$ cat config.mk
export PLATFORM = sky130hd
export DESIGN_NAME = response_frame_checker_core
export DESIGN_NICKNAME = d
export VERILOG_FILES = /design/src/rtl/core/rfc_pkg.sv /design/src/rtl/core/response_frame_checker_core.sv /design/src/rtl/core/rfc_track.sv /design/src/rtl/core/rfc_eval.sv
export SDC_FILE = /design/constraint.sdc
export NUM_CORES = 1
export LEC_CHECK = 0
export BUFFER_PORTS_ARGS = -buffer_cell sky130_fd_sc_hd__buf_2
export CORE_AREA = 3 3 213 215
export DETAILED_ROUTE_END_ITERATION = 16
export DIE_AREA = 0 0 216 218
export PLACE_DENSITY = 0.57
export SYNTH_ARGS = -nofsm -noshare
export SYNTH_HDL_FRONTEND = slang
export SYNTH_SLANG_ARGS = --single-unit
$ cat constraint.sdc
create_clock -name aclk -period 5.9 [get_ports aclk]
set_clock_uncertainty 0.1 [all_clocks]
set_input_delay 0.295 -clock aclk [delete_from_list [all_inputs] [get_ports aclk]]
set_output_delay 0.295 -clock aclk [all_outputs]
set_load 0.02 [all_outputs]
$ cat src/rtl/core/rfc_pkg.sv
`timescale 1ns / 1ps

package rfc_pkg;

    localparam int MAX_FRAME_LEN_DEF = 8191;
    localparam int MIN_FRAME_LEN     = 18;
    localparam int HEADER_LEN        = 12;
    localparam int TAIL_LEN          = 5;
    localparam int SUM_FIRST_IDX     = 6;

    localparam logic [7:0] START_CHAR_RST = 8'd126;
    localparam logic [7:0] END_CHAR_RST   = 8'd13;

    localparam int CFG_IDX_W  = 1;
    localparam int CFG_DATA_W = 8;
    localparam logic [CFG_IDX_W-1:0] CFG_START_CHAR = 1'b0;
    localparam logic [CFG_IDX_W-1:0] CFG_END_CHAR   = 1'b1;

    typedef enum logic [2:0] {
        ERR_NONE      = 3'd0,
        ERR_SHORT     = 3'd1,
        ERR_BAD_START = 3'd2,
        ERR_BAD_END   = 3'd3,
        ERR_CHECKSUM  = 3'd4,
        ERR_TOO_LONG  = 3'd5
    } err_code_t;

    typedef struct packed {
        logic [7:0] data_byte;
        logic       last_byte;
    } in_item_t;

    typedef struct packed {
        logic [15:0]      sum;
        logic [3:0][7:0]  tail;
        logic [7:0]       first_char;
        logic [11:0][7:0] header;
    } frame_view_t;

    typedef struct packed {
        logic       frame_ok;
        err_code_t  error_code;
        logic [7:0]  dst_addr;
        logic [7:0]  src_addr;
        logic [7:0]  return_code;
        logic [7:0]  command_id;
        logic [11:0] info_length;
        logic [15:0] computed_sum;
        logic [15:0] received_sum;
    } result_t;

    // bit 4 flags a character that is not a hex digit
    function automatic logic [4:0] hex_digit(input logic [7:0] c);
        logic [4:0] d;
        begin
            case (c) inside
                [8'h30:8'h39]: d = {1'b0, c[3:0]};
                [8'h41:8'h46]: d = {1'b0, 4'(c[3:0] + 4'd9)};
                [8'h61:8'h66]: d = {1'b0, 4'(c[3:0] + 4'd9)};
                default:       d = 5'h1F;
            endcase
            return d;
        end
    endfunction

    function automatic logic [7:0] hex_pair(input logic [7:0] hi, input logic [7:0] lo);
        logic [4:0] h;
        logic [4:0] l;
        logic [7:0] v;
        begin
            h = hex_digit(hi);
            l = hex_digit(lo);
            v = {(h[4] ? 4'hF : h[3:0]), l[3:0]};
            if (l[4]) begin
                v = 8'hFF;
            end
            return v;
        end
    endfunction

endpackage

$ cat src/rtl/core/response_frame_checker_core.sv
`timescale 1ns / 1ps
// result: a final word passes the input register, then its result goes to the result
// register; the final word stalls while a result is untaken; other words give no result
// throughput: one word per cycle (single-pass byte update) unless a final word stalls
// reset: synchronous active-low aresetn clears byte count, sum, delay line, opening char,
// valid flags and sets start_char to 126 and end_char to 13; header chars are not reset

module response_frame_checker_core import rfc_pkg::*; #(
    parameter int MAX_FRAME_LEN = MAX_FRAME_LEN_DEF
) (
    input  logic                  aclk,
    input  logic                  aresetn,
    input  logic                  s_valid,
    output logic                  s_ready,
    input  logic [7:0]            s_data_byte,
    input  logic                  s_last_byte,
    output logic                  m_valid,
    input  logic                  m_ready,
    output logic                  m_frame_ok,
    output logic [2:0]            m_error_code,
    output logic [7:0]            m_dst_addr,
    output logic [7:0]            m_src_addr,
    output logic [7:0]            m_return_code,
    output logic [7:0]            m_command_id,
    output logic [11:0]           m_info_length,
    output logic [15:0]           m_computed_sum,
    output logic [15:0]           m_received_sum,
    input  logic                  cfg_wr_en,
    input  logic [CFG_IDX_W-1:0]  cfg_index,
    input  logic [CFG_DATA_W-1:0] cfg_wdata
);

    localparam int CNT_W = $clog2(MAX_FRAME_LEN + 2);

    logic             in_valid_reg, in_valid_next;
    in_item_t         in_item_reg;
    logic             advance;
    logic [7:0]       start_char_reg, end_char_reg;
    logic [CNT_W-1:0] count;
    frame_view_t      view;
    result_t          result;

    assign advance = in_valid_reg && (!in_item_reg.last_byte || !m_valid || m_ready);
    assign s_ready = !in_valid_reg || advance;

    always_comb begin
        in_valid_next = in_valid_reg;
        if (s_valid && s_ready) begin
            in_valid_next = 1'b1;
        end else if (advance) begin
            in_valid_next = 1'b0;
        end
    end

    always_ff @(posedge aclk) begin
        if (!aresetn) begin
            in_valid_reg   <= 1'b0;
            start_char_reg <= START_CHAR_RST;
            end_char_reg   <= END_CHAR_RST;
        end else begin
            in_valid_reg <= in_valid_next;
            if (cfg_wr_en) begin
                case (cfg_index)
                    CFG_START_CHAR: start_char_reg <= cfg_wdata;
                    CFG_END_CHAR:   end_char_reg   <= cfg_wdata;
                    default:        start_char_reg <= start_char_reg;
                endcase
            end
        end
    end

    always_ff @(posedge aclk) begin
        if (s_valid && s_ready) begin
            in_item_reg <= '{data_byte: s_data_byte, last_byte: s_last_byte};
        end
    end

    rfc_track #(
        .MAX_FRAME_LEN (MAX_FRAME_LEN),
        .CNT_W         (CNT_W)
    ) u_track (
        .aclk    (aclk),
        .aresetn (aresetn),
        .advance (advance),
        .item    (in_item_reg),
        .count   (count),
        .view    (view)
    );

    rfc_eval #(
        .MAX_FRAME_LEN (MAX_FRAME_LEN),
        .CNT_W         (CNT_W)
    ) u_eval (
        .aclk       (aclk),
        .aresetn    (aresetn),
        .advance    (advance),
        .item       (in_item_reg),
        .count      (count),
        .view       (view),
        .start_char (start_char_reg),
        .end_char   (end_char_reg),
        .m_ready    (m_ready),
        .m_valid    (m_valid),
        .result     (result)
    );

    assign m_frame_ok     = result.frame_ok;
    assign m_error_code   = result.error_code;
    assign m_dst_addr     = result.dst_addr;
    assign m_src_addr     = result.src_addr;
    assign m_return_code  = result.return_code;
    assign m_command_id   = result.command_id;
    assign m_info_length  = result.info_length;
    assign m_computed_sum = result.computed_sum;
    assign m_received_sum = result.received_sum;

`ifndef SYNTHESIS
    a_no_overwrite: assert property (@(posedge aclk) disable iff (!aresetn)
        advance && in_item_reg.last_byte |-> !m_valid || m_ready)
        else $error("result overwritten before taken");

    a_ok_matches_code: assert property (@(posedge aclk) disable iff (!aresetn)
        m_valid |-> (m_frame_ok == (m_error_code == ERR_NONE)))
        else $error("frame_ok disagrees with error code");

    a_failed_fields_zero: assert property (@(posedge aclk) disable iff (!aresetn)
        m_valid && !m_frame_ok |-> m_dst_addr == 8'd0 && m_info_length == 12'd0)
        else $error("failed frame carries header fields");

    a_count_cleared: assert property (@(posedge aclk) disable iff (!aresetn)
        advance && in_item_reg.last_byte |=> count == '0)
        else $error("byte count not cleared after final word");

    a_count_bounded: assert property (@(posedge aclk) disable iff (!aresetn)
        count <= CNT_W'(MAX_FRAME_LEN + 1))
        else $error("byte count beyond saturation");
`endif

endmodule

$ cat src/rtl/core/rfc_track.sv
`timescale 1ns / 1ps

module rfc_track import rfc_pkg::*; #(
    parameter int MAX_FRAME_LEN = MAX_FRAME_LEN_DEF,
    parameter int CNT_W         = $clog2(MAX_FRAME_LEN + 2)
) (
    input  logic              aclk,
    input  logic              aresetn,
    input  logic              advance,
    input  in_item_t          item,
    output logic [CNT_W-1:0]  count,
    output frame_view_t       view
);

    logic [CNT_W-1:0]         count_reg, count_next;
    logic [15:0]              sum_reg, sum_next, sum_add;
    logic [TAIL_LEN-1:0][7:0] tail_reg, tail_next;
    logic [7:0]               first_reg;
    logic [7:0]               header_reg [HEADER_LEN];

    assign sum_add = (count_reg >= CNT_W'(SUM_FIRST_IDX)) ? 16'(sum_reg + 16'(tail_reg[4]))
                                                          : sum_reg;

    always_comb begin
        count_next = count_reg;
        sum_next   = sum_reg;
        tail_next  = tail_reg;
        if (advance) begin
            if (item.last_byte) begin
                count_next = '0;
                sum_next   = '0;
                tail_next  = '0;
            end else begin
                sum_next  = sum_add;
                tail_next = {tail_reg[TAIL_LEN-2:0], item.data_byte};
                if (count_reg <= CNT_W'(MAX_FRAME_LEN)) begin
                    count_next = CNT_W'(count_reg + CNT_W'(1));
                end
            end
        end
    end

    always_ff @(posedge aclk) begin
        if (!aresetn) begin
            count_reg <= '0;
            sum_reg   <= '0;
            tail_reg  <= '0;
            first_reg <= '0;
        end else begin
            count_reg <= count_next;
            sum_reg   <= sum_next;
            tail_reg  <= tail_next;
            if (advance && count_reg == '0) begin
                first_reg <= item.data_byte;
            end
        end
    end

    always_ff @(posedge aclk) begin
        if (advance && count_reg != '0 && count_reg <= CNT_W'(HEADER_LEN)) begin
            header_reg[4'(count_reg - CNT_W'(1))] <= item.data_byte;
        end
    end

    always_comb begin
        view.sum        = sum_add;
        view.tail       = tail_reg[3:0];
        view.first_char = first_reg;
        for (int i = 0; i < HEADER_LEN; i++) begin
            view.header[i] = header_reg[i];
        end
    end

    assign count = count_reg;

endmodule

$ cat src/rtl/core/rfc_eval.sv
`timescale 1ns / 1ps

module rfc_eval import rfc_pkg::*; #(
    parameter int MAX_FRAME_LEN = MAX_FRAME_LEN_DEF,
    parameter int CNT_W         = $clog2(MAX_FRAME_LEN + 2)
) (
    input  logic             aclk,
    input  logic             aresetn,
    input  logic             advance,
    input  in_item_t         item,
    input  logic [CNT_W-1:0] count,
    input  frame_view_t      view,
    input  logic [7:0]       start_char,
    input  logic [7:0]       end_char,
    input  logic             m_ready,
    output logic             m_valid,
    output result_t          result
);

    localparam int LEN_W = CNT_W + 1;
    localparam int CMP_W = (LEN_W > 13) ? LEN_W : 13;

    logic             valid_reg, valid_next;
    result_t          result_reg, result_next;
    logic [CMP_W-1:0] len_ext, info_ext;
    logic [15:0]      comp, recv;
    logic [7:0]       info_hi;
    logic [11:0]      info_raw;
    logic             load;

    assign load     = advance && item.last_byte;
    assign len_ext  = CMP_W'(count) + CMP_W'(1);
    assign comp     = 16'(17'h10000 - 17'(view.sum));
    assign recv     = {hex_pair(view.tail[3], view.tail[2]), hex_pair(view.tail[1], view.tail[0])};
    assign info_hi  = hex_pair(view.header[8], view.header[9]);
    assign info_raw = {info_hi[3:0], hex_pair(view.header[10], view.header[11])};
    assign info_ext = CMP_W'(info_raw);

    always_comb begin
        result_next = '0;
        if (count < CNT_W'(MIN_FRAME_LEN - 1)) begin
            result_next.error_code = ERR_SHORT;
        end else if (count >= CNT_W'(MAX_FRAME_LEN)) begin
            result_next.error_code = ERR_TOO_LONG;
        end else if (view.first_char != start_char) begin
            result_next.error_code = ERR_BAD_START;
        end else if (item.data_byte != end_char) begin
            result_next.error_code = ERR_BAD_END;
        end else begin
            result_next.computed_sum = comp;
            result_next.received_sum = recv;
            if (comp != recv) begin
                result_next.error_code = ERR_CHECKSUM;
            end else begin
                result_next.error_code  = ERR_NONE;
                result_next.frame_ok    = 1'b1;
                result_next.dst_addr    = hex_pair(view.header[0], view.header[1]);
                result_next.src_addr    = hex_pair(view.header[2], view.header[3]);
                result_next.return_code = hex_pair(view.header[4], view.header[5]);
                result_next.command_id  = hex_pair(view.header[6], view.header[7]);
                if (CMP_W'(info_ext + CMP_W'(MIN_FRAME_LEN)) > len_ext) begin
                    result_next.info_length = 12'(len_ext - CMP_W'(MIN_FRAME_LEN));
                end else begin
                    result_next.info_length = info_raw;
                end
            end
        end
    end

    always_comb begin
        valid_next = valid_reg;
        if (load) begin
            valid_next = 1'b1;
        end else if (m_ready) begin
            valid_next = 1'b0;
        end
    end

    always_ff @(posedge aclk) begin
        if (!aresetn) begin
            valid_reg <= 1'b0;
        end else begin
            valid_reg <= valid_next;
        end
    end

    always_ff @(posedge aclk) begin
        if (load) begin
            result_reg <= result_next;
        end
    end

    assign m_valid = valid_reg;
    assign result  = result_reg;

endmodule
==> impl_metrics.yaml, run 1 <==
run_status:
  outcome: "complete, no violations"
global_route:
  grtUsageMet3: 0.0266
  top_usage_layer: "met2"
  overflow: 0
  grt_pass1_wl_mm: 63.3
  antenna_found_initial: 0
  use_met2: 0.279
  grt.met1_usage: 0.223
  grt_pass1_vias: 11520
  grt_max_degree: 97
  grt_use_total: 0.168
power_and_ir_drop:
  p_leak_uw: 0.00675
  vdd_ir_drop_max_uv: 164
  p_seq_frac: 0.476
  p_total_uw: 4380
  internal_power_uw: 3410
  switching_share: 0.221
  clkPwrFrac: 0.491
  powerDensity_mw_per_mm2: 245
  comb_power_share: 0.034
  netSwitchingPower_uw: 970
yosys:
  synthDistinctLibCells: 92
  synthCells: 1481
  yosys-top-cells-area: "edfxtp_1 (35%), dfxtp_1 (13%), ha_1 (7.1%)"
  synth_nets: 1592
  ys_ff_latch: 273
  synth_area_mm2: 0.0152
  ys_async_sr_fraction: 0
  yosys_warnings: 0
  synth_area_leader_cell: "edfxtp_1"
  ys_seq_area_frac: 0.475
  synth_edf_count: 177
  synth_top_area_frac: 0.349
  ys.flop_type: "edfxtp_1"
  syn_area_per_cell_um2: 10.3
drt:
  drt-total-wl_mm: 39.6
  drtPass1Iterations: 5
  avgViaCountPerCell: 5.23
  drc: 0
  vias: 11678
  wl_per_cell_um: 17.8
  drt_iter0_drc: 803
  detail-route-antenna-nets: 0
timing:
  fin_tns_setup_ns: 0
  min_period_over_period: 0.924
  grt_setup_unrepaired: "false"
  setup_viol: 0
  worst_slew_pin_slew_ns: 1.29
  hold_viol: 0
  max_slew_margin: 0.136
  slew_violations: 0
  worst_slack_ns: 0.446
  clock.fmax_mhz: 183
  period_minus_slack_ns: 5.45
die:
  io_pins: 105
  floorplan.rows: 77
  core_region_area_mm2: 0.0439
  dieArea_mm2: 0.0471
  die_h_um: 218
  dieWidth_um: 216
  start_util: 0.347
critical_path:
  cp_max_fo: 16
  r2r_end: "u_eval.result[42]$_SDFFCE_PP0P_"
  ff2ff_path_depth: 21
  slowest_stage: "a2111oi_2"
  cp.required_ns: 6.21
  r2r_start: "u_track.header_reg[10][0]$_DFFE_PP_"
  critPathBufInv: 3
  critPathLaunchType: "register"
  worst_path_largest_cell_delay_ns: 0.73
  worstPathCellList: "inv_1, ha_1, o21bai_1, a2111oi_2, mux2i_1, nor3b_1, buf_4, a2111oi_0, and2_1, and2_1, nand2_1, o311a_1, o22ai_1, ha_1, nor2b_1, o21ai_0, nand2_1, o211ai_1, buf_4, mux2_2, nor2_1"
  path_delay_family: "compound AO/OA/AOI/OAI gates"
  crit_arrival_ns: 5.76
  crit_type: "reg -> reg"
  regToRegSetupSlack_ns: 0.45
  end_kind: "register"
worst_hold_path:
  whs_endpoint: "start_char_reg[5]$_SDFFE_PN1P_"
  hold_path_depth: 4
  hp-class: "in -> reg"
  worstHoldStart: "cfg_index"
clock_network:
  numCtsBuffers: 34
  cts_tree: "done"
  clock_latency_ns: 0.56
  cts_buffer_depth: 3
  path_clk_slew_ns: 0.06
  cts_max_level: 2
  root_buffer: "clkbuf_16"
  cts.sinks: 273
  cts_setup_buffers: 0
place:
  routabilityCongestion: 0.851
  dp_hpwl_mm: 27.3
  port_buffers: 104
  dp.cells: 2152
  dp_slack_ns: 0.328
cells_and_area:
  largest_reg_flops: 88
  final_nets: 1725
  postLayoutCoreUtil: 0.407
  drive_gt1_frac: 0.136
  stdcell_count: 2231
  n_antenna_cell: 0
  syn2layout_area_growth_pct: 17.3
flow_run:
  cap_violations: 0
[metrics by stage]
step                      hold slack, ns  cell area, µm²
after floorplan                    0.294           15200
after global routing              0.0940           17900
after global placement             0.365           16500
final                             0.0877           17900
after CTS                         0.0519           17900
after detailed placement           0.370           16500
[worst min-delay path, cell delays in order]
cell     delay [ns]
buf_2          0.11
nor2b_1        0.13
nand2_1        0.10
nand3_1        0.06
[cell usage in the layout, fill, tap and decap left out, types with 8 or more instances in the layout]
cell and instances:
dfxtp_1 96, o21ai_0 49, nand4_1 14, xnor2_1 55, xor2_1 39, buf_4 22, a211oi_1 8, or3_1 19
and3_1 28, o21bai_1 10, nor2_1 128, inv_1 53, mux2i_1 26, buf_2 104, nand3_1 43, nand3b_1 34
edfxtp_1 177, a21boi_0 51, ha_1 87, dlygate4sd3_1 18, a21o_1 9, o22ai_1 12, a21oi_1 55, nor2b_1 32
clkbuf_16 35, a211oi_2 9, clkbuf_1 12, clkbuf_8 8, nor4b_1 16, a31oi_1 13, nor3_1 28, and2_1 22
nor4_1 9, o21a_1 15, nand2_1 150, a22oi_1 16
[cells in the mapped netlist (41+ instances only)]
cell,n
nand3_1,43
clkbuf_1,41
xnor2_1,55
inv_1,53
a21boi_0,51
nor2_1,128
ha_1,87
nand2_1,150
a21oi_1,55
dfxtp_1,96
edfxtp_1,177
o21ai_0,49
[worst max-delay path by stage]
stage          slack [ns]                                 from                               to  depth (start not counted)
2_1_floorplan        0.70  u_track.header_reg[10][0]$_DFFE_PP_  u_eval.result[33]$_SDFFCE_PP0P_                         19
3_3_place_gp         0.61        u_track.count[0]$_SDFFE_PN0P_  u_eval.result[54]$_SDFFCE_PP0P_                         19
3_5_place_dp         0.33        u_track.count[0]$_SDFFE_PN0P_  u_eval.result[54]$_SDFFCE_PP0P_                         19
4_1_cts              0.30        u_track.count[0]$_SDFFE_PN0P_  u_eval.result[54]$_SDFFCE_PP0P_                         19
5_1_grt              0.04  u_track.header_reg[10][0]$_DFFE_PP_  u_eval.result[42]$_SDFFCE_PP0P_                         21
6_report             0.45  u_track.header_reg[10][0]$_DFFE_PP_  u_eval.result[42]$_SDFFCE_PP0P_                         21
[repair_timing]
| action | CTS | global route |
|---|---|---|
| gates resized for setup | 0 | 3 |
| hold buffers | 18 | 0 |
| endpoints found under the hold margin | 26 | 0 |
| endpoints found under the setup margin | 0 | 45 |
[metal layers]
| layer | share of wire | routed length, µm |
|---|---|---|
| met1 | 0.46 | 18200 |
| met2 | 0.46 | 18200 |
| met3 | 0.050 | 1990 |
| met4 | 0.031 | 1240 |
| met5 | 0 | 0 |
[logic make-up (layout without fill, tap and decap cells)]
logic type,after synthesis,after routing,share of synthesized area
and+or+nand+nor,567,567,0.194
muxes,30,30,0.0200
xor gates and xnor gates,97,97,0.0585
adders and majority gates,88,88,0.0727
DFF,273,273,0.475
AOI/OAI and AO/OA,325,325,0.154
buffers and inverters,101,259,0.0253
[final cells by class]
class | count | area, µm²
Multi-Input combinational cell | 1107 | 7650
Inverter | 54 | 203
Clock buffer | 55 | 1030
Sequential cell | 273 | 7240
Clock inverter | 6 | 155
Fill cell | 4305 | 26100
Tap cell | 592 | 741
Timing Repair Buffer | 144 | 866
[power by group through the flow]
stage          registers (µW)  clock network [µW]  logic (µW)
2_1_floorplan            2120                   0        83.0
3_3_place_gp             2130                   0         140
3_5_place_dp             2130                   0         141
4_1_cts                  2090                2220         151
5_1_grt                  2090                2300         165
6_report                 2090                2150         148
Note: power is estimated with default switching activity, not from simulation.
==> inputs of run 2 (changes only) <==
--- a/config.mk
+++ b/config.mk
@@ -5,6 +5,7 @@
 export SDC_FILE = /design/constraint.sdc
 export NUM_CORES = 1
 export LEC_CHECK = 0
+export ABC_AREA = 1
 export BUFFER_PORTS_ARGS = -buffer_cell sky130_fd_sc_hd__buf_2
 export CORE_AREA = 3 3 213 215
 export DETAILED_ROUTE_END_ITERATION = 16
==> impl_metrics.yaml, run 2 <==
die:
  floorplan.rows: 77
  dieArea_mm2: 0.0471
  start_util: 0.345
  core_region_area_mm2: 0.0439
  die_h_um: 218
  dieWidth_um: 216
  io_pins: 105
timing:
  worst_slew_pin_slew_ns: 1.02
  fin_tns_setup_ns: 0
  setup_viol: 0
  min_period_over_period: 0.745
  grt_setup_unrepaired: "false"
  period_minus_slack_ns: 4.40
  hold_viol: 0
  max_slew_margin: 0.318
  slew_violations: 0
  clock.fmax_mhz: 227
flow_run:
  cap_violations: 0
yosys:
  ys_async_sr_fraction: 0
  synthCells: 1851
  yosys-top-cells-area: "edfxtp_1 (35%), dfxtp_1 (13%), nand2_1 (13%)"
  netlist_top_cells_count: "nand2_1 (508), inv_1 (227), edfxtp_1 (177), nor2_1 (175), a21oi_1 (133)"
  synth_area_leader_cell: "edfxtp_1"
  synthDistinctLibCells: 52
  synth_edf_count: 177
  syn_area_per_cell_um2: 8.20
  yosys_warnings: 0
  synth_area_mm2: 0.0152
  synth_most_common_cell: "nand2_1"
  ys_ff_latch: 273
  ys_seq_area_frac: 0.477
  synth_nets: 1962
  synth_top_area_frac: 0.350
  ys.flop_type: "edfxtp_1"
clock_network:
  clock_latency_ns: 0.59
  cts_setup_buffers: 0
  cts.sinks: 273
  root_buffer: "clkbuf_16"
  cts_tree: "done"
  path_clk_slew_ns: 0.06
  cts_buffer_depth: 3
  numCtsBuffers: 31
  cts_max_level: 1
global_route:
  grt_use_total: 0.158
  grt_pass1_wl_mm: 61.0
  overflow: 0
  grt_pass1_vias: 12086
  antenna_found_initial: 1
  grt_max_degree: 64
cells_and_area:
  final_area_mm2: 0.0176
  syn2layout_area_growth_pct: 16.2
  largest_reg_flops: 88
  stdcell_count: 2598
  n_antenna_cell: 0
  final_cell_mix: "nand2_1 (508), inv_1 (225), edfxtp_1 (177)"
  drive_gt1_frac: 0.123
  final_nets: 2092
  layout_commonest_cell: "nand2_1"
  postLayoutCoreUtil: 0.401
  fillers: 4450
critical_path:
  cp.required_ns: 6.22
  critPathLaunchType: "register"
  critPathBufInv: 3
  cp_max_fo: 19
  end_kind: "register"
  worstPathCellList: "inv_1, ha_1, nor2_1, and3_1, o21ai_0, nand2_1, nor3_1, nand2_1, nand3_1, nor2_1, nand2_1, nand2_1, nand2_1, inv_1, ha_1, nand4_1, nor3b_1, a21oi_1, nand2_1, inv_1, or2_2, a21oi_2"
  crit_type: "reg -> reg"
  cp_common_cell: "nand2_1"
  worst_path_largest_cell_delay_ns: 0.41
  path_delay_family: "simple AND/OR/NAND/NOR gates"
  slowest_stage: "edfxtp_1"
  crit_arrival_ns: 4.72
place:
  dp.cells: 2522
  dp_hpwl_mm: 27.1
  placed_area_mm2: 0.0163
  routabilityCongestion: 0.884
  port_buffers: 104
worst_hold_path:
  hp-class: "in -> reg"
drt:
  wl_per_cell_um: 14.5
  detail-route-antenna-nets: 0
  drt_iter0_drc: 856
  drtPass1Iterations: 6
  vias: 12446
  avgViaCountPerCell: 4.79
  drt-total-wl_mm: 37.7
  drc: 0
power_and_ir_drop:
  powerDensity_mw_per_mm2: 243
  p_leak_uw: 0.00778
  vdd_ir_drop_max_uv: 239
  p_total_uw: 4290
run_status:
  outcome: "complete, no violations"
## run 2: changes by cell type after synthesis, moves of 17 or more
cell,change
nor2b_1,-32
or3_1,-19
inv_1,+174
xnor2_1,-44
a21boi_0,-50
and3_1,-25
nand3_1,+69
o21ai_0,+17
nand2_1,+358
a21oi_1,+78
nor2_1,+47
nand3b_1,-26
and2_1,-20
mux2i_1,-26
## run 2: layout make-up
type                    count  area (µm²)  share of cell area
inverters                 237         891              0.0505
repair buffers            133         783              0.0444
multi-input cells        1305        6880               0.390
flip-flops and latches    273        7240               0.410
well taps                 592         741              0.0420
clock buffers              36         835              0.0473
clock inverters            22         272              0.0154
## run 2: cells by family after synthesis
logic type	after synthesis	synth area share
and+or+nand+nor	922	0.262
buffers and inverters	273	0.0706
DFF	273	0.477
AOI/OAI and AO/OA	251	0.0923
adders and majority gates	88	0.0730
xor gates and xnor gates	44	0.0254
## run 2: stage by stage
| step | hold slack, ns | setup slack (ns) |
|---|---|---|
| global placement | 0.350 | 1.58 |
| CTS | 0.000111 | 1.49 |
| detailed placement | 0.355 | 1.52 |
| finish | 0.0272 | 1.50 |
| floorplan | 0.294 | 2.21 |
| global route | 0.0483 | 0.954 |
## run 2: worst reg2reg max path, stage by stage, from the launching register on
cell and delay (ns):
edfxtp_1 0.41, inv_1 0.12, ha_1 0.18, nor2_1 0.05, and3_1 0.16, o21ai_0 0.31
nand2_1 0.15, nor3_1 0.41, nand2_1 0.14, nand3_1 0.13, nor2_1 0.09, nand2_1 0.07
nand2_1 0.05, nand2_1 0.07, inv_1 0.04, ha_1 0.31, nand4_1 0.13, nor3b_1 0.22
a21oi_1 0.10, nand2_1 0.39, inv_1 0.19, or2_2 0.32, a21oi_2 0.11
## run 2: routing by layer
layer / wire length (µm) / vias up / GRT usage
li1: - / 6352 / -
met1: 17500 / 5810 / 0.203
met2: 17900 / 210 / 0.278
met3: 1220 / 72 / 0.0185
met4: 1090 / 2 / 0.0492
met5: 13 / - / 0
## run 2: power breakdown
group	internal, µW	leakage, µW	switching [µW]	total (µW)
Combinational	48.8	0.00478	106	155
Sequential	2060	0.00246	20.9	2080
Clock	1240	0.000543	821	2060
Total	3340	0.00778	948	4290
## run 2: what timing repair did
item	in CTS	in global routing
hold endpoints to repair	26	0
endpoints found under the setup margin	0	0
hold buffers	18	0
resized for setup	0	0
## run 2: final timing paths
path	from	endpoint	slack, ns	depth (start not counted)
hold / removal	cfg_index	start_char_reg[5]$_SDFFE_PN1P_	0.03	4
setup reg to reg	u_track.header_reg[11][1]$_DFFE_PP_	u_eval.result[32]$_SDFFCE_PP0P_	1.50	22
setup / recovery	u_track.header_reg[11][1]$_DFFE_PP_	u_eval.result[32]$_SDFFCE_PP0P_	1.50	22
hold reg to reg	end_char_reg[1]$_SDFFE_PN0P_	end_char_reg[1]$_SDFFE_PN0P_	0.36	2
